==> src/design/utf8sd_pkg.sv <==
`default_nettype none
package utf8sd_pkg;

	localparam int unsigned CP_W      = 21;
	localparam int unsigned BYTE_W    = 8;
	localparam int unsigned PART_W    = 15;
	localparam int unsigned CNT_W     = 2;
	localparam int unsigned FIFO_DEPTH = 4;
	localparam int unsigned FIFO_AW   = $clog2(FIFO_DEPTH);

	localparam logic [CP_W-1:0] REPL_RESET = 21'h00FFFD;
	localparam logic [CP_W-1:0] CP_MAX     = 21'h10FFFF;
	localparam logic [CP_W-1:0] SURR_LO    = 21'h00D800;
	localparam logic [CP_W-1:0] SURR_HI    = 21'h00DFFF;
	localparam logic [CP_W-1:0] MIN_LEN2   = 21'h000080;
	localparam logic [CP_W-1:0] MIN_LEN3   = 21'h000800;
	localparam logic [CP_W-1:0] MIN_LEN4   = 21'h010000;

	localparam logic [2:0] LEN_NONE = 3'd0;
	localparam logic [2:0] LEN_2    = 3'd2;
	localparam logic [2:0] LEN_3    = 3'd3;
	localparam logic [2:0] LEN_4    = 3'd4;

	// One classified byte: cnt results, all replacements except possibly the last.
	typedef struct packed {
		logic [CNT_W-1:0] cnt;
		logic [CP_W-1:0]  value;
		logic             last_rep;
	} desc_t;

endpackage
`default_nettype wire

==> src/design/utf8sd_intf.sv <==
`default_nettype none
interface utf8sd_byte_if;
	logic                           valid;
	logic                           ready;
	logic [utf8sd_pkg::BYTE_W-1:0]  data_byte;
	logic                           end_of_buffer;
	modport source (output valid, data_byte, end_of_buffer, input ready);
	modport sink (input valid, data_byte, end_of_buffer, output ready);
endinterface

interface utf8sd_code_if;
	logic                         valid;
	logic                         ready;
	logic [utf8sd_pkg::CP_W-1:0]  code_point;
	logic                         is_replacement;
	logic                         last_of_run;
	modport source (output valid, code_point, is_replacement, last_of_run, input ready);
	modport sink (input valid, code_point, is_replacement, last_of_run, output ready);
endinterface

interface utf8sd_cfg_if;
	logic                         valid;
	logic                         ready;
	logic [utf8sd_pkg::CP_W-1:0]  replacement_code;
	modport source (output valid, replacement_code, input ready);
	modport sink (input valid, replacement_code, output ready);
endinterface
`default_nettype wire

==> src/design/utf8sd_front.sv <==
`default_nettype none
module utf8sd_front (
	input  wire logic              clk,
	input  wire logic              arst_n,
	utf8sd_byte_if.sink            bytes,
	input  wire logic              q_full,
	output utf8sd_pkg::desc_t      push_desc,
	output logic                   push
);

	typedef enum logic [2:0] {
		LC_ASCII,
		LC_LEAD2,
		LC_LEAD3,
		LC_LEAD4,
		LC_INVALID
	} lead_class_t;

	logic [2:0]                      seq_len_q;
	logic [1:0]                      cont_q;
	logic [utf8sd_pkg::PART_W-1:0]   partial_q;

	lead_class_t                     lclass;
	logic                            accept;
	logic                            pending;
	logic                            is_cont;
	logic                            complete;
	logic                            bad;
	logic [utf8sd_pkg::CP_W-1:0]     v;
	logic [utf8sd_pkg::CP_W-1:0]     minv;
	logic [1:0]                      pre;
	logic [2:0]                      seq_len_d;
	logic [1:0]                      cont_d;
	logic [utf8sd_pkg::PART_W-1:0]   partial_d;
	utf8sd_pkg::desc_t               d;

	assign bytes.ready = !q_full;
	assign accept      = bytes.valid && !q_full;
	assign pending     = (seq_len_q != utf8sd_pkg::LEN_NONE);
	assign is_cont     = (bytes.data_byte[7:6] == 2'b10);
	assign v           = {partial_q, bytes.data_byte[5:0]};
	assign complete    = ({1'b0, cont_q} + 3'd2) >= seq_len_q;
	assign pre         = pending ? 2'd1 : 2'd0;

	always_comb begin
		if (bytes.data_byte[7] == 1'b0) begin
			lclass = LC_ASCII;
		end else if (bytes.data_byte[7:5] == 3'b110) begin
			lclass = LC_LEAD2;
		end else if (bytes.data_byte[7:4] == 4'b1110) begin
			lclass = LC_LEAD3;
		end else if (bytes.data_byte[7:3] == 5'b11110) begin
			lclass = LC_LEAD4;
		end else begin
			lclass = LC_INVALID;
		end
	end

	always_comb begin
		unique case (seq_len_q)
			utf8sd_pkg::LEN_2: minv = utf8sd_pkg::MIN_LEN2;
			utf8sd_pkg::LEN_3: minv = utf8sd_pkg::MIN_LEN3;
			default:           minv = utf8sd_pkg::MIN_LEN4;
		endcase
		bad = (v < minv) || ((v >= utf8sd_pkg::SURR_LO) && (v <= utf8sd_pkg::SURR_HI))
			|| (v > utf8sd_pkg::CP_MAX);
	end

	always_comb begin
		d          = '0;
		seq_len_d  = utf8sd_pkg::LEN_NONE;
		cont_d     = 2'd0;
		partial_d  = '0;
		if (pending && is_cont) begin
			if (complete) begin
				d.cnt      = 2'd1;
				d.value    = v;
				d.last_rep = bad;
			end else if (bytes.end_of_buffer) begin
				// Truncated: one replacement for the lead and one per continuation.
				d.cnt      = cont_q + 2'd2;
				d.last_rep = 1'b1;
			end else begin
				seq_len_d = seq_len_q;
				cont_d    = cont_q + 2'd1;
				partial_d = v[utf8sd_pkg::PART_W-1:0];
			end
		end else begin
			// A broken sequence costs one replacement before the new byte.
			d.last_rep = 1'b1;
			unique case (lclass)
				LC_ASCII: begin
					d.cnt      = pre + 2'd1;
					d.value    = {{(utf8sd_pkg::CP_W-utf8sd_pkg::BYTE_W){1'b0}},
						bytes.data_byte};
					d.last_rep = 1'b0;
				end
				LC_LEAD2, LC_LEAD3, LC_LEAD4: begin
					if (bytes.end_of_buffer) begin
						d.cnt = pre + 2'd1;
					end else begin
						d.cnt = pre;
						unique case (lclass)
							LC_LEAD2: begin
								seq_len_d = utf8sd_pkg::LEN_2;
								partial_d = {10'd0, bytes.data_byte[4:0]};
							end
							LC_LEAD3: begin
								seq_len_d = utf8sd_pkg::LEN_3;
								partial_d = {11'd0, bytes.data_byte[3:0]};
							end
							default: begin
								seq_len_d = utf8sd_pkg::LEN_4;
								partial_d = {12'd0, bytes.data_byte[2:0]};
							end
						endcase
					end
				end
				default: begin
					d.cnt = pre + 2'd1;
				end
			endcase
		end
	end

	assign push      = accept && (d.cnt != 2'd0);
	assign push_desc = d;

	always_ff @(posedge clk or negedge arst_n) begin
		if (!arst_n) begin
			seq_len_q <= utf8sd_pkg::LEN_NONE;
			cont_q    <= 2'd0;
			partial_q <= '0;
		end else if (accept) begin
			seq_len_q <= seq_len_d;
			cont_q    <= cont_d;
			partial_q <= partial_d;
		end
	end

endmodule
`default_nettype wire

==> src/design/utf8sd_fifo.sv <==
`default_nettype none
module utf8sd_fifo (
	input  wire logic              clk,
	input  wire logic              arst_n,
	input  wire logic              push,
	input  wire utf8sd_pkg::desc_t push_desc,
	input  wire logic              pop,
	output utf8sd_pkg::desc_t      head,
	output logic                   empty,
	output logic                   full
);

	utf8sd_pkg::desc_t                mem_q [utf8sd_pkg::FIFO_DEPTH];
	logic [utf8sd_pkg::FIFO_AW-1:0]   wr_q;
	logic [utf8sd_pkg::FIFO_AW-1:0]   rd_q;
	logic [utf8sd_pkg::FIFO_AW:0]     count_q;
	logic                             do_pop;

	assign empty  = (count_q == '0);
	assign full   = (count_q == (utf8sd_pkg::FIFO_AW+1)'(utf8sd_pkg::FIFO_DEPTH));
	assign head   = mem_q[rd_q];
	assign do_pop = pop && !empty;

	always_ff @(posedge clk) begin
		if (push) begin
			mem_q[wr_q] <= push_desc;
		end
	end

	always_ff @(posedge clk or negedge arst_n) begin
		if (!arst_n) begin
			wr_q    <= '0;
			rd_q    <= '0;
			count_q <= '0;
		end else begin
			if (push) begin
				wr_q <= wr_q + 1'b1;
			end
			if (do_pop) begin
				rd_q <= rd_q + 1'b1;
			end
			if (push && !do_pop) begin
				count_q <= count_q + 1'b1;
			end else if (do_pop && !push) begin
				count_q <= count_q - 1'b1;
			end
		end
	end

endmodule
`default_nettype wire

==> src/design/utf8sd_back.sv <==
`default_nettype none
module utf8sd_back (
	input  wire logic                      clk,
	input  wire logic                      arst_n,
	input  wire utf8sd_pkg::desc_t         head,
	input  wire logic                      empty,
	input  wire logic [utf8sd_pkg::CP_W-1:0] repl,
	output logic                           pop,
	utf8sd_code_if.source                  codes
);

	logic [utf8sd_pkg::CNT_W-1:0]   idx_q;
	logic                           out_valid_q;
	logic [utf8sd_pkg::CP_W-1:0]    code_q;
	logic                           rep_q;
	logic                           last_q;
	logic                           advance;
	logic                           is_last;
	logic                           use_value;

	assign advance   = !empty && (!out_valid_q || codes.ready);
	assign is_last   = (idx_q == (head.cnt - 2'd1));
	assign use_value = is_last && !head.last_rep;
	assign pop       = advance && is_last;

	assign codes.valid          = out_valid_q;
	assign codes.code_point     = code_q;
	assign codes.is_replacement = rep_q;
	assign codes.last_of_run    = last_q;

	always_ff @(posedge clk) begin
		if (advance) begin
			code_q <= use_value ? head.value : repl;
			rep_q  <= !use_value;
			last_q <= is_last;
		end
	end

	always_ff @(posedge clk or negedge arst_n) begin
		if (!arst_n) begin
			idx_q       <= '0;
			out_valid_q <= 1'b0;
		end else begin
			if (advance) begin
				out_valid_q <= 1'b1;
				idx_q       <= is_last ? '0 : idx_q + 1'b1;
			end else if (codes.ready) begin
				out_valid_q <= 1'b0;
			end
		end
	end

endmodule
`default_nettype wire

==> src/design/utf8_stream_decoder.sv <==
// Timing: a byte's first result is registered in the descriptor queue and then in the
// output stage before codes.valid rises for it.
// Throughput: one byte per cycle; one result transaction per cycle while codes.ready is high,
// so a byte that causes two or three results holds the back end for one transaction each,
// and a four-entry descriptor queue absorbs the difference before the byte input stalls.
// Reset (arst_n low, asynchronous): no sequence pending, queue empty, output idle,
// and the replacement code returns to U+FFFD.
`default_nettype none
module utf8_stream_decoder (
	input  wire logic        clk,
	input  wire logic        arst_n,
	utf8sd_byte_if.sink      bytes,
	utf8sd_code_if.source    codes,
	utf8sd_cfg_if.sink       cfg
);

	// The replacement code register. Software must write it only while the decoder is idle, so
	// that the back end may read it when a result is formed; the block does not enforce this.
	logic [utf8sd_pkg::CP_W-1:0] repl_q;

	// Descriptor traffic between the front end, the queue and the back end.
	utf8sd_pkg::desc_t push_desc;
	utf8sd_pkg::desc_t head;
	logic              push;
	logic              pop;
	logic              empty;
	logic              full;

	// Configuration writes are always taken.
	assign cfg.ready = 1'b1;

	always_ff @(posedge clk or negedge arst_n) begin
		if (!arst_n) begin
			repl_q <= utf8sd_pkg::REPL_RESET;
		end else if (cfg.valid) begin
			repl_q <= cfg.replacement_code;
		end
	end

	// The front end holds the pending sequence state and turns each accepted byte
	// into one descriptor: how many results it causes and the value of the last.
	// Every earlier result of the same byte is a replacement. A byte that causes
	// no result only updates the sequence state and queues nothing.
	utf8sd_front u_front (
		.clk       (clk),
		.arst_n    (arst_n),
		.bytes     (bytes),
		.q_full    (full),
		.push_desc (push_desc),
		.push      (push)
	);

	// A short queue lets the front end keep taking bytes while the back end
	// expands a multi-result descriptor or waits on a stalled output.
	utf8sd_fifo u_fifo (
		.clk       (clk),
		.arst_n    (arst_n),
		.push      (push),
		.push_desc (push_desc),
		.pop       (pop),
		.head      (head),
		.empty     (empty),
		.full      (full)
	);

	// The back end walks the head descriptor one result per transaction into a
	// registered output stage and marks the final result of each byte.
	utf8sd_back u_back (
		.clk    (clk),
		.arst_n (arst_n),
		.head   (head),
		.empty  (empty),
		.repl   (repl_q),
		.pop    (pop),
		.codes  (codes)
	);

endmodule
`default_nettype wire

==> src/flat_wrapper.sv <==
// flat-port wrapper written by rule: the top's interface ports become plain ports
module utf8_stream_decoder_flat 
  (clk, arst_n, bytes_valid, bytes_data_byte, bytes_end_of_buffer, bytes_ready, codes_valid, codes_code_point, codes_is_replacement, codes_last_of_run, codes_ready, cfg_valid, cfg_replacement_code, cfg_ready);
  utf8sd_byte_if bytes_i ();
  utf8sd_code_if codes_i ();
  utf8sd_cfg_if cfg_i ();
  input  wire logic clk;
  input  wire logic arst_n;
  input wire logic [$bits(bytes_i.valid)-1:0] bytes_valid;
  input wire logic [$bits(bytes_i.data_byte)-1:0] bytes_data_byte;
  input wire logic [$bits(bytes_i.end_of_buffer)-1:0] bytes_end_of_buffer;
  output wire logic [$bits(bytes_i.ready)-1:0] bytes_ready;
  output wire logic [$bits(codes_i.valid)-1:0] codes_valid;
  output wire logic [$bits(codes_i.code_point)-1:0] codes_code_point;
  output wire logic [$bits(codes_i.is_replacement)-1:0] codes_is_replacement;
  output wire logic [$bits(codes_i.last_of_run)-1:0] codes_last_of_run;
  input wire logic [$bits(codes_i.ready)-1:0] codes_ready;
  input wire logic [$bits(cfg_i.valid)-1:0] cfg_valid;
  input wire logic [$bits(cfg_i.replacement_code)-1:0] cfg_replacement_code;
  output wire logic [$bits(cfg_i.ready)-1:0] cfg_ready;
  assign bytes_i.valid = bytes_valid;
  assign bytes_i.data_byte = bytes_data_byte;
  assign bytes_i.end_of_buffer = bytes_end_of_buffer;
  assign bytes_ready = bytes_i.ready;
  assign codes_valid = codes_i.valid;
  assign codes_code_point = codes_i.code_point;
  assign codes_is_replacement = codes_i.is_replacement;
  assign codes_last_of_run = codes_i.last_of_run;
  assign codes_i.ready = codes_ready;
  assign cfg_i.valid = cfg_valid;
  assign cfg_i.replacement_code = cfg_replacement_code;
  assign cfg_ready = cfg_i.ready;
  utf8_stream_decoder u_core (.clk(clk), .arst_n(arst_n), .bytes(bytes_i), .codes(codes_i), .cfg(cfg_i));
endmodule
==> config.mk <==
export PLATFORM = sky130hd
export DESIGN_NAME = utf8_stream_decoder_flat
export DESIGN_NICKNAME = d
export VERILOG_FILES = /design/src/design/utf8sd_pkg.sv /design/src/design/utf8sd_intf.sv /design/src/design/utf8sd_front.sv /design/src/design/utf8sd_fifo.sv /design/src/design/utf8sd_back.sv /design/src/design/utf8_stream_decoder.sv /design/src/flat_wrapper.sv
export SDC_FILE = /design/constraint.sdc
export NUM_CORES = 1
export LEC_CHECK = 0
export ABC_AREA = 1
export ABC_CLOCK_PERIOD_IN_PS = 3240
export BUFFER_PORTS_ARGS = -buffer_cell sky130_fd_sc_hd__buf_2
export CORE_MARGIN = 2
export CORE_UTILIZATION = 35
export DETAILED_ROUTE_END_ITERATION = 8
export HOLD_SLACK_MARGIN = 0.08
export SYNTH_ARGS = -nofsm -noshare
export SYNTH_HDL_FRONTEND = slang
export SYNTH_HIERARCHICAL = 1
export SYNTH_SLANG_ARGS = --single-unit
export TNS_END_PERCENT = 1
==> constraint.sdc <==
create_clock -name clk -period 3.24 [get_ports clk]
set_input_delay 0.486 -clock clk [delete_from_list [all_inputs] [get_ports clk]]
set_output_delay 0.486 -clock clk [all_outputs]
set_load 0.01 [all_outputs]
==> reports/summary.txt, run 1 <==
outcome: complete, no violations
post-synthesis compound-gate area fraction: 8.39%
slew margin rel.: 30.7%
final setup TNS: 0 ns
max_cap viols: 0
Placement Rows: 54
Placer Congestion: 0.816
IO Pins: 61
reg-to-reg critical path endpoint: u_core/u_fifo/count_q[2]$_DFFE_PN0P_
IO buf count: 59
YS warnings: 6
critical path type: flop to flop
flop-to-flop setup slack: 0.47 ns
Total Routing Usage GR: 14.6%
Post-Synth Simple-Gate Area: 18.9%
Period Utilization, post-route: 85.5%
power density cells: 875 mW/mm^2
worst-path cell chain: inv_2, ha_1, a21oi_2, nand3_2, o21ai_0, nand2_1, inv_1, nor2_1, nor2_1, ha_1, inv_1, fa_1, nand2_1, nand3_1, nand2_1, nand2_1
cell taking the most area after synthesis: edfxtp_1
Max VDD drop: 382 uV
share of cells above drive strength 1: 21.0%
xor-xnor portion of the synthesized cell area: 0.445%
post-synthesis cell type count: 36
Die W: 154 um
largest family of logic cells by synthesized area: simple AND/OR/NAND/NOR gates
CTS Buf Count: 17
initial antenna violation count: 0
Pleak: 4.03 nW
Synth Cell Area: 0.00787 mm^2
core region area: 0.0220 mm^2
Post-CTS Setup Inserts: 0
Skew-Pair Late Insertion Delay: 0.42 ns
die area: 0.0237 mm^2
Setup crit end kind: flop
Via density: 4.66
Async S/R FF share, synth: 30.0%
Final Hold Slack: 0.252 ns
Mapped Cells: 763
first-pass GRT wire length: 27.0 mm
highest clock rate: 361 MHz
most frequent CP cell: nand2_1
largest net degree at the start of global routing: 50
post-synth top area share: 45.4%
Nets: 871
Clock Pin Slew Worst Setup and Hold Paths: 0.06 ns
number of global-route vias before repair: 5040
buffer levels on the longest clock path: 2
#FFs+latches synth: 170
Worst Tran Pin Value: 1.04 ns
# diodes: 0
DR vias: 5200
initial core utilization: 35.8%
synthesized area per cell: 10.3 um^2
Crit Path Max Fanout: 11
Clock Sink Count: 170
CP peak stage delay: 0.38 ns
WL per Instance: 14.8 um
register area share after synthesis: 61.9%
die height: 154 um
Worst Skew: 0.0117 ns
EDFF count, synth: 119
Worst EP required: 3.55 ns
DR pass1 iterations: 5
most used flip-flop cell after synthesis: edfxtp_1
final worst path period need: 2.77 ns
critical path arrival: 3.08 ns
Area contributors post-synth: edfxtp_1, nand2_1, dfrtp_1, dfstp_2, inv_1
max-slew violation count: 0
DRC violations left: 0
H-tree levels: 4
FF-to-FF path depth: 16
Synth Net Count: 810
area delta synth->final: 14.5%
RSZ-0062 raised after global routing: no
mux share of post-synthesis cell area: 0%
Post-CTS Resized: 0
post-route ant nets: 0
critical path startpoint category: flop
Worst path slowest cell: fa_1
Clock Tree Root: clkbuf_16
Bufs and invs on worst path: 3
final setup fails: 0
RR Startpoint: u_core/u_front/seq_len_q[2]$_DFFE_PN0P_
DP Wirelength: 11.1 mm
CTS tree: built
Fillers: 2116
Synth Area in Adders: 2.00%
drt initial violations: 394
grt ovf: 0
CTS Hold Bufs: 0
worst hold path type: input port to async pin
DRT Wirelength: 16.6 mm
Final Hold Vio Count: 0
delay-heaviest family, CP: adder cells
## state kept, by name (all words and copies together) (netlist names), 2 cells and up
| name | count |
|---|---|
| u_core/u_front/cont_q | 2 |
| u_core/repl_q | 21 |
| u_core/u_back/codes.code_point | 21 |
| u_core/u_back/idx_q | 2 |
| u_core/u_front/partial_q | 15 |
| u_core/u_fifo/rd_q | 2 |
| u_core/u_fifo/count_q | 3 |
| u_core/u_fifo/mem_q | 96 |
| u_core/u_fifo/wr_q | 2 |
| u_core/u_front/seq_len_q | 3 |
## kinds of logic (layout without fill, tap and decap cells)
group / after synthesis / after routing
buffers and inverters: 143 / 217
AND/OR/NAND/NOR: 356 / 356
XOR/XNOR: 4 / 4
adder cells (fa/ha/maj): 12 / 12
flip-flops: 170 / 170
other: 1 / 1
AO/OA/AOI/OAI: 77 / 77
## Yosys cell counts (6+ instances only)
cell        n
buf_2      11
buf_4      10
buf_6       9
dfrtp_1    36
dfstp_2    15
edfxtp_1  119
ha_1       11
inv_1      88
inv_2      20
nand2_1   265
nand3_1    16
nand4_1    25
nor2_1     38
o211ai_1   29
o211ai_2   19
o21ai_0     8
o21ai_1     6
o21ai_2    10
## through the flow
stage	utilization [%]	instances	power (mW)	setup WS [ns]	cell area, um^2
after floorplan	-	763	5.12	0.512	7870
after global placement	38.2	1085	5.75	0.534	8390
after detailed placement	38.2	1085	5.80	0.465	8390
after CTS	41.0	1117	7.97	0.456	9010
after global routing	41.0	1117	8.43	0.208	9010
final	41.0	1117	7.89	0.471	9010
## how the worst max path moves through the flow
stage	cells past startpoint	slack [ns]	to	from
after floorplan	13	0.51	u_core/u_fifo/mem_q[0][0]$_DFFE_PP_	u_core/u_front/seq_len_q[2]$_DFFE_PN0P_
after global placement	16	0.53	u_core/u_fifo/count_q[2]$_DFFE_PN0P_	u_core/u_front/seq_len_q[2]$_DFFE_PN0P_
after detailed placement	16	0.47	u_core/u_fifo/count_q[2]$_DFFE_PN0P_	u_core/u_front/seq_len_q[2]$_DFFE_PN0P_
after CTS	16	0.46	u_core/u_fifo/count_q[2]$_DFFE_PN0P_	u_core/u_front/seq_len_q[2]$_DFFE_PN0P_
after global routing	16	0.21	u_core/u_fifo/count_q[2]$_DFFE_PN0P_	u_core/u_front/seq_len_q[1]$_DFFE_PN0P_
final	16	0.47	u_core/u_fifo/count_q[2]$_DFFE_PN0P_	u_core/u_front/seq_len_q[2]$_DFFE_PN0P_
## layout by cell type (no fill, tap or decap), types with 2 or more instances in the layout
cell | synthesis | final
o21ai_0 | 8 | 8
edfxtp_1 | 119 | 119
o21ai_1 | 6 | 6
clkbuf_1 | 3 | 6
dfstp_2 | 15 | 15
nand3_1 | 16 | 16
nor2_1 | 38 | 38
clkinv_1 | 1 | 2
inv_2 | 20 | 20
nand4_1 | 25 | 25
clkbuf_16 | 0 | 17
nand3_4 | 2 | 2
o21ai_2 | 10 | 10
nand2_1 | 265 | 265
dfrtp_1 | 36 | 36
buf_4 | 10 | 16
o211ai_1 | 29 | 29
nor3_1 | 4 | 4
nand2_2 | 3 | 3
buf_2 | 11 | 59
clkinv_2 | 0 | 2
o211ai_2 | 19 | 19
bufinv_16 | 0 | 5
ha_1 | 11 | 11
inv_1 | 88 | 88
xor2_1 | 3 | 3
## routing by layer
layer	routed length (um)	GRT usage [%]
met1	8280	21.0
met2	7340	22.1
met3	823	3.92
met4	111	3.52
met5	0	0
## worst register-to-register path, cell delays in order (launching register included)
cell     delay (ns)
dfrtp_1        0.35
inv_2          0.07
ha_1           0.33
a21oi_2        0.14
nand3_2        0.22
o21ai_0        0.23
nand2_1        0.07
inv_1          0.14
nor2_1         0.06
nor2_1         0.13
ha_1           0.19
inv_1          0.07
fa_1           0.38
nand2_1        0.10
nand3_1        0.07
nand2_1        0.05
nand2_1        0.05
## where the power goes
part	internal, mW	switching (mW)	leakage, nW
sequential	2.95	0.175	1.74
clock	1.36	0.790	0.297
combinational	0.818	1.79	1.99
## area by class of cell
cell class	count	area (um^2)	share of cell area (%)
Multi-Input combinational cell	450	2340	26.0
Timing Repair Buffer	75	415	4.61
Clock inverter	9	171	1.90
Sequential cell	170	4870	54.0
Inverter	110	415	4.61
Tap cell	280	350	3.89
Clock buffer	23	448	4.97
No activity file was read; power rests on OpenSTA's default activity.
==> run 2: changes to the inputs <==
--- a/config.mk
+++ b/config.mk
@@ -5,11 +5,10 @@
 export SDC_FILE = /design/constraint.sdc
 export NUM_CORES = 1
 export LEC_CHECK = 0
-export ABC_AREA = 1
 export ABC_CLOCK_PERIOD_IN_PS = 3240
 export BUFFER_PORTS_ARGS = -buffer_cell sky130_fd_sc_hd__buf_2
 export CORE_MARGIN = 2
-export CORE_UTILIZATION = 35
+export CORE_UTILIZATION = 30
 export DETAILED_ROUTE_END_ITERATION = 8
 export HOLD_SLACK_MARGIN = 0.08
 export SYNTH_ARGS = -nofsm -noshare
==> run 2 against run 1 <==
Net effect:
- core utilization down 5.7 points
- critical path depth down 7
- synthesized area down 7.5%
- cell count down 26%
- die area up 7.7%
- register-to-register slack worse by 0.22 ns
- fmax down 7.4%
- count of clock-buffer cells in the layout up 1
- non-clock buffer count down 4
- first-iteration DRC count down 32%
- sequential power down 3%
- final area down 5.6%
- largest power group unchanged
==> reports/summary.txt, run 2 <==
outcome: complete, no violations
Mapped Cells: 415 (-46%)
final core utilization: 35.4% (-5.7 points)
Area contributors post-synth: edfxtp_1, dfrtp_1, mux4_2, dfstp_2, mux2_4
max reg flops: 96 (unchanged)
final setup TNS: 0 ns (unchanged)
RR Startpoint: u_core/u_fifo/rd_q[0]$_DFFE_PN0P_
buffer levels on the longest clock path: 2 (unchanged)
Period Utilization, post-route: 92.3% (+6.8 points)
Worst Setup EP: u_core/u_fifo/count_q[1]$_DFFE_PN0P_
Reg power frac: 44.8% (+5.2 points)
Setup crit end kind: flop
YS warnings: 6 (unchanged)
switching share of power: 27.5% (-7.5 points)
top cells by instance count after synthesis: edfxtp_1, dfrtp_1, mux2_2
post-route ant nets: 0 (unchanged)
number of global-route vias before repair: 4111 (-18%)
Post-Layout Cell Count: 829 (-26%)
Skew-Pair Late Insertion Delay: 0.42 ns (about the same)
initial core utilization: 30.3% (-5.6 points)
DP Wirelength: 8.91 mm (-19%)
Clock Sink Count: 170 (unchanged)
CTS Buf Count: 17 (unchanged)
Worst Skew: 0.00770 ns (-0.00399 ns)
final setup fails: 0 (unchanged)
Synth Cell Area: 0.00728 mm^2 (-7.5%)
DR pass1 iterations: 4 (-1)
max-slew violation count: 0 (unchanged)
Net Sw Power: 1.86 mW (-32%)
Bufs and invs on worst path: 1 (-2)
DRC violations left: 0 (unchanged)
Top reg by flops: u_core/u_fifo/mem_q
Max VDD drop: 395 uV (+3.5%)
Placer Congestion: 0.803 (-1.6%)
Synth Net Count: 462 (-43%)
Clock Pin Slew Worst Setup and Hold Paths: 0.06 ns (about the same)
Nets: 536 (-38%)
CP peak stage delay: 0.58 ns (+0.20 ns)
critical path arrival: 3.30 ns (+0.22 ns)
core region area: 0.0240 mm^2 (+9.5%)
DRT Wirelength: 13.7 mm (-17%)
register area share after synthesis: 66.9% (+5.0 points)
IO Pins: 61 (unchanged)
critical path type: flop to flop
Worst Tran Pin Value: 1.07 ns (+0.0324 ns)
Placement Rows: 57 (+5.6%)
die height: 160 um (+3.8%)
first-pass GRT wire length: 22.3 mm (-17%)
FF-to-FF path depth: 9 (-7)
Cell Area, Placed: 0.00792 mm^2 (-5.7%)
#FFs+latches synth: 170 (unchanged)
Worst EP required: 3.55 ns (about the same)
final worst path period need: 2.99 ns (+0.221 ns)
flop-to-flop setup slack: 0.25 ns (-0.22 ns)
Crit Path Max Fanout: 3 (-8)
Final Hold Vio Count: 0 (unchanged)
most frequent cells in the layout: edfxtp_1, buf_2, dfrtp_1
slew margin rel.: 28.6% (-2.2 points)
Async S/R FF share, synth: 30.0% (unchanged)
highest clock rate: 335 MHz (-7.4%)
reg-to-reg critical path endpoint: u_core/u_fifo/count_q[1]$_DFFE_PN0P_
internal power component: 4.93 mW (-4.0%)
Via density: 4.53 (-2.8%)
CP Launch Point: u_core/u_fifo/rd_q[0]$_DFFE_PN0P_
power density cells: 798 mW/mm^2 (-8.8%)
CP Depth: 9 (-7)
RSZ-0062 raised after global routing: no
post-synth top area share: 49.1% (+3.7 points)
critical path startpoint category: flop
Worst path slowest cell: mux4_2
delay-heaviest family, CP: multiplexers
worst-path cell chain: mux4_2, xnor2_2, or3b_2, a21oi_1, nand2_1, ha_1, inv_1, fa_1, mux2_2
max_cap viols: 0 (unchanged)
grt ovf: 0 (unchanged)
largest net degree at the start of global routing: 45 (-10%)
worst hold path type: input port to async pin
DR vias: 3753 (-28%)
Logic pwr share: 26.3% (-6.8 points)
Pleak: 3.23 nW (-20%)
clock network fraction of total power: 28.9% (+1.6 points)
CTS tree: built
Total Routing Usage GR: 11.4% (-3.3 points)
synthesized area per cell: 17.5 um^2 (+70%)
Cells after DPL: 793 (-27%)
most common cell in the netlist: edfxtp_1
most used flip-flop cell after synthesis: edfxtp_1
Die W: 160 um (+3.8%)
H-tree levels: 4 (unchanged)
Final Hold Slack: 0.268 ns (+0.0164 ns)
share of cells above drive strength 1: 36.3% (+15 points)
drt initial violations: 267 (-32%)
cell taking the most area after synthesis: edfxtp_1
Clock Tree Root: clkbuf_16
EDFF count, synth: 119 (unchanged)
most common cell after layout, fill and taps aside: edfxtp_1
post-synthesis cell type count: 59 (+64%)
Finished Cell Area: 0.00851 mm^2 (-5.6%)
WL per Instance: 16.5 um (+11%)
area delta synth->final: 16.8%
die area: 0.0255 mm^2 (+7.7%)
IO buf count: 59 (unchanged)
initial antenna violation count: 3 (+3)
[run 2: metrics by stage]
step | power (mW) | setup slack (ns)
2_1_floorplan | 4.42 | 0.207
3_5_place_dp | 4.91 | 0.178
4_1_cts | 6.89 | 0.162
5_1_grt | 7.15 | 0.0345
6_report | 6.79 | 0.251
3_3_place_gp | 4.85 | 0.235
[run 2: area by class of cell]
cell class	instances	area (um^2)
Timing Repair Buffer	71	385
Antenna cell	3	7.51
Tap cell	324	405
Fill cell	2271	15500
Clock inverter	8	93.8
Inverter	14	52.6
Multi-Input combinational cell	215	2210
Sequential cell	170	4870
Clock buffer	24	482
[run 2: power by group through the flow]
stage / Clock [mW] / Combinational [mW] / Sequential (mW)
6_report: 1.96 / 1.79 / 3.04
5_1_grt: 2.10 / 1.97 / 3.09
4_1_cts: 2.01 / 1.84 / 3.04
3_5_place_dp: 0 / 1.83 / 3.08
3_3_place_gp: 0 / 1.79 / 3.05
2_1_floorplan: 0 / 1.32 / 3.10
[run 2: per-layer routing]
layer	GRT usage [%]	wire, um	vias up
met3	3.90	758	12
met5	0	0	-
met1	13.9	6070	1904
met4	4.67	181	0
met2	18.5	6680	88
li1	-	-	1749
[run 2: timing repair]
| item | 4_1_cts | 5_1_grt |
|---|---|---|
| setup endpoints to repair | 0 | 2 |
| hold buffers | 0 | 0 |
| gates resized for setup | 0 | 1 |
| endpoints found under the hold margin | 0 | 0 |
| buffers inserted | 0 | 1 |
[run 2: worst min-delay path by stage]
stage	startpoint	end	slack (ns)	depth (start not counted)
5_1_grt	cfg_replacement_code[5]	u_core/repl_q[5]$_DFFE_PN1P_	0.28	2
3_5_place_dp	u_core/u_fifo/count_q[2]$_DFFE_PN0P_	u_core/u_fifo/count_q[2]$_DFFE_PN0P_	0.48	1
6_report	arst_n	u_core/u_fifo/count_q[2]$_DFFE_PN0P_	0.27	1
4_1_cts	cfg_replacement_code[3]	u_core/repl_q[3]$_DFFE_PN1P_	0.28	2
2_1_floorplan	arst_n	u_core/repl_q[16]$_DFFE_PN0P_	0.19	0
3_3_place_gp	u_core/u_fifo/count_q[2]$_DFFE_PN0P_	u_core/u_fifo/count_q[2]$_DFFE_PN0P_	0.46	1
[run 2: cell families (layout without fill, tap and decap cells)]
kind of cell               Yosys count  after routing  synth area share, %
DFF                                170            170                 66.9
and+or+nand+nor                     76             76                 6.00
muxes                               74             74                 16.5
AOI/OAI and AO/OA                   44             44                 4.68
buffers and inverters               30            117                 2.70
adders and majority gates           12             12                 2.17
xor gates and xnor gates             8              8                 1.07
other                                1              4               0.0515
==> run 3: changes to the inputs <==
--- a/config.mk
+++ b/config.mk
@@ -6,7 +6,7 @@
 export NUM_CORES = 1
 export LEC_CHECK = 0
 export ABC_CLOCK_PERIOD_IN_PS = 3240
-export BUFFER_PORTS_ARGS = -buffer_cell sky130_fd_sc_hd__buf_2
+export BUFFER_PORTS_ARGS = -buffer_cell sky130_fd_sc_hd__buf_4
 export CORE_MARGIN = 2
 export CORE_UTILIZATION = 30
 export DETAILED_ROUTE_END_ITERATION = 8
==> run 3 against run 2 <==
Net effect:
- fmax down 1.2%
- register-to-register slack lost 0.04 ns
- combinational power is 5% higher
- clock skew grew 0.0028 ns
- worst setup slack worse by 0.038 ns
- via count increased by 0.29%
- sequential share of layout area down 0.82 points
- global-route usage fell by 0.18 points
- power grew 1.7%
- core utilization up 0.52 points
==> reports/summary.txt, run 3 (synthesis results as in run 2) <==
reg-to-reg critical path endpoint: u_core/u_fifo/count_q[1]$_DFFE_PN0P_
Clock Pin Slew Worst Setup and Hold Paths: 0.06 ns (about the same)
Pleak: 3.26 nW (+1.0%)
first-pass GRT wire length: 21.9 mm (-1.6%)
Nets: 534 (-0.37%)
IO Pins: 61 (unchanged)
Clock Sink Count: 170 (unchanged)
number of global-route vias before repair: 4037 (-1.8%)
Tot Pwr: 6.91 mW (+1.7%)
Final Hold Vio Count: 0 (unchanged)
DRC violations left: 0 (unchanged)
max_cap viols: 0 (unchanged)
RSZ-0062 raised after global routing: yes
Worst EP required: 3.54 ns (about the same)
post-route ant nets: 0 (unchanged)
worst hold path type: input port to async pin
most frequent cells in the layout: edfxtp_1, buf_4, dfrtp_1
IO buf count: 59 (unchanged)
H-tree levels: 4 (unchanged)
flop-to-flop setup slack: 0.21 ns (-0.04 ns)
area delta synth->final: 18.5%
FF-to-FF path depth: 9 (unchanged)
critical path arrival: 3.33 ns (+0.03 ns)
final setup TNS: 0 ns (unchanged)
final worst path period need: 3.03 ns (+0.0377 ns)
die height: 160 um (unchanged)
DRT Wirelength: 13.7 mm (-0.18%)
share of cells above drive strength 1: 35.8% (-0.45 points)
grt ovf: 0 (unchanged)
critical path type: flop to flop
Max VDD drop: 389 uV (-1.5%)
final setup fails: 0 (unchanged)
Via density: 4.57 (+0.90%)
highest clock rate: 330 MHz (-1.2%)
largest net degree at the start of global routing: 52 (+16%)
Setup crit end kind: flop
RR Startpoint: u_core/u_fifo/rd_q[0]$_DFFE_PN0P_
drt initial violations: 254 (-4.9%)
Worst Skew: 0.0105 ns (+0.00280 ns)
CTS tree: built
DR pass1 iterations: 6 (+2)
core region area: 0.0240 mm^2 (unchanged)
# diodes: 0 (-3)
max-slew violation count: 0 (unchanged)
Top reg by flops: u_core/u_fifo/mem_q
CTS Hold Bufs: 0 (unchanged)
Worst Setup EP: u_core/u_fifo/count_q[1]$_DFFE_PN0P_
Placer Congestion: 0.810 (+0.85%)
critical path startpoint category: flop
Post-Layout Cell Count: 824 (-0.60%)
buffer levels on the longest clock path: 2 (unchanged)
DR vias: 3764 (+0.29%)
max reg flops: 96 (unchanged)
Finished Cell Area: 0.00863 mm^2 (+1.5%)
Die W: 160 um (unchanged)
WL per Instance: 16.6 um (+0.42%)
outcome: complete, no violations
initial antenna violation count: 0 (-3)
Total Routing Usage GR: 11.2% (-0.18 points)
Worst Tran Pin Value: 0.715 ns (-0.356 ns)
power density cells: 800 mW/mm^2 (+0.25%)
initial core utilization: 30.3% (unchanged)
DP Wirelength: 8.86 mm (-0.53%)
CTS Buf Count: 17 (unchanged)
CP Launch Point: u_core/u_fifo/rd_q[0]$_DFFE_PN0P_
most common cell after layout, fill and taps aside: edfxtp_1
Placement Rows: 57 (unchanged)
die area: 0.0255 mm^2 (unchanged)
Cell Area, Placed: 0.00806 mm^2 (+1.8%)
Cells after DPL: 792 (-0.13%)
Skew-Pair Late Insertion Delay: 0.42 ns (about the same)
Crit Path Max Fanout: 3 (unchanged)
Period Utilization, post-route: 93.4% (+1.2 points)
slew margin rel.: 52.3% (+24 points)
Fillers: 2278 (+0.31%)
Clock Tree Root: clkbuf_16
==> run 3: changes by cell type in the layout (fill, tap and decap cells not counted) <==
cell,previous run,this run
bufinv_16,2,3
clkinvlp_4,1,3
buf_4,12,69
buf_2,59,0
diode_2,3,0
clkbuf_1,4,6
clkinv_1,2,1
clkbuf_8,3,0
inv_6,1,0
==> run 3: what timing repair did <==
item / in CTS / in global routing
resized for setup: 0 / 1
endpoints found under the setup margin: 0 / 2
buffers inserted: 0 / 0
==> run 3: report_power, final <==
part           total (mW)  switching, mW  internal, mW
clock network        1.98          0.771          1.21
logic                1.88          0.940         0.937
registers            3.05          0.178          2.87
total                6.91           1.89          5.02
==> run 3: critical path, stage by stage (launching register included) <==
cell and delay (ns):
dfrtp_1 0.42, mux4_2 0.58, xnor2_2 0.17, or3b_2 0.46, a21oi_1 0.19, nand2_1 0.12
ha_1 0.23, inv_1 0.07, fa_1 0.41, mux2_2 0.27
==> run 3: worst min path at each step <==
stage                                         start                                 endpoint  depth (start not counted)  slack (ns)
2_1_floorplan                                arst_n            u_core/repl_q[16]$_DFFE_PN0P_                          0        0.19
3_3_place_gp   u_core/u_fifo/count_q[2]$_DFFE_PN0P_     u_core/u_fifo/count_q[2]$_DFFE_PN0P_                          1        0.46
3_5_place_dp   u_core/u_fifo/count_q[2]$_DFFE_PN0P_     u_core/u_fifo/count_q[2]$_DFFE_PN0P_                          1        0.47
4_1_cts                                      arst_n     u_core/u_fifo/count_q[1]$_DFFE_PN0P_                          1        0.14
5_1_grt                                      arst_n  u_core/u_front/partial_q[4]$_DFFE_PN0P_                          1        0.18
6_report                                     arst_n     u_core/u_fifo/count_q[1]$_DFFE_PN0P_                          1        0.13
==> run 3: metal layers <==
metal	GRT usage (%)	part of all wire, %	up-vias
met5	0	0	-
met2	17.4	47	81
met1	14.7	46	1921
li1	-	-	1742
met3	3.22	4.9	20
met4	4.87	1.8	0
==> run 3: per-stage QoR <==
stage	utilization, %	worst slack (ns)	hold slack [ns]
3_5_place_dp	33.5	0.134	0.470
6_report	35.9	0.213	0.127
4_1_cts	35.9	0.104	0.144
2_1_floorplan	-	0.207	0.190
5_1_grt	35.9	-0.0298	0.178
3_3_place_gp	33.5	0.236	0.464
==> run 3: layout make-up <==
| type | count | area [um^2] | area share [%] |
|---|---|---|---|
| Clock buffer | 23 | 448 | 5.19 |
| Clock inverter | 9 | 126 | 1.46 |
| Inverter | 14 | 52.6 | 0.609 |
| Multi-Input combinational cell | 215 | 2210 | 25.6 |
| Sequential cell | 170 | 4870 | 56.4 |
| Tap cell | 324 | 405 | 4.70 |
| Timing Repair Buffer | 69 | 518 | 6.00 |
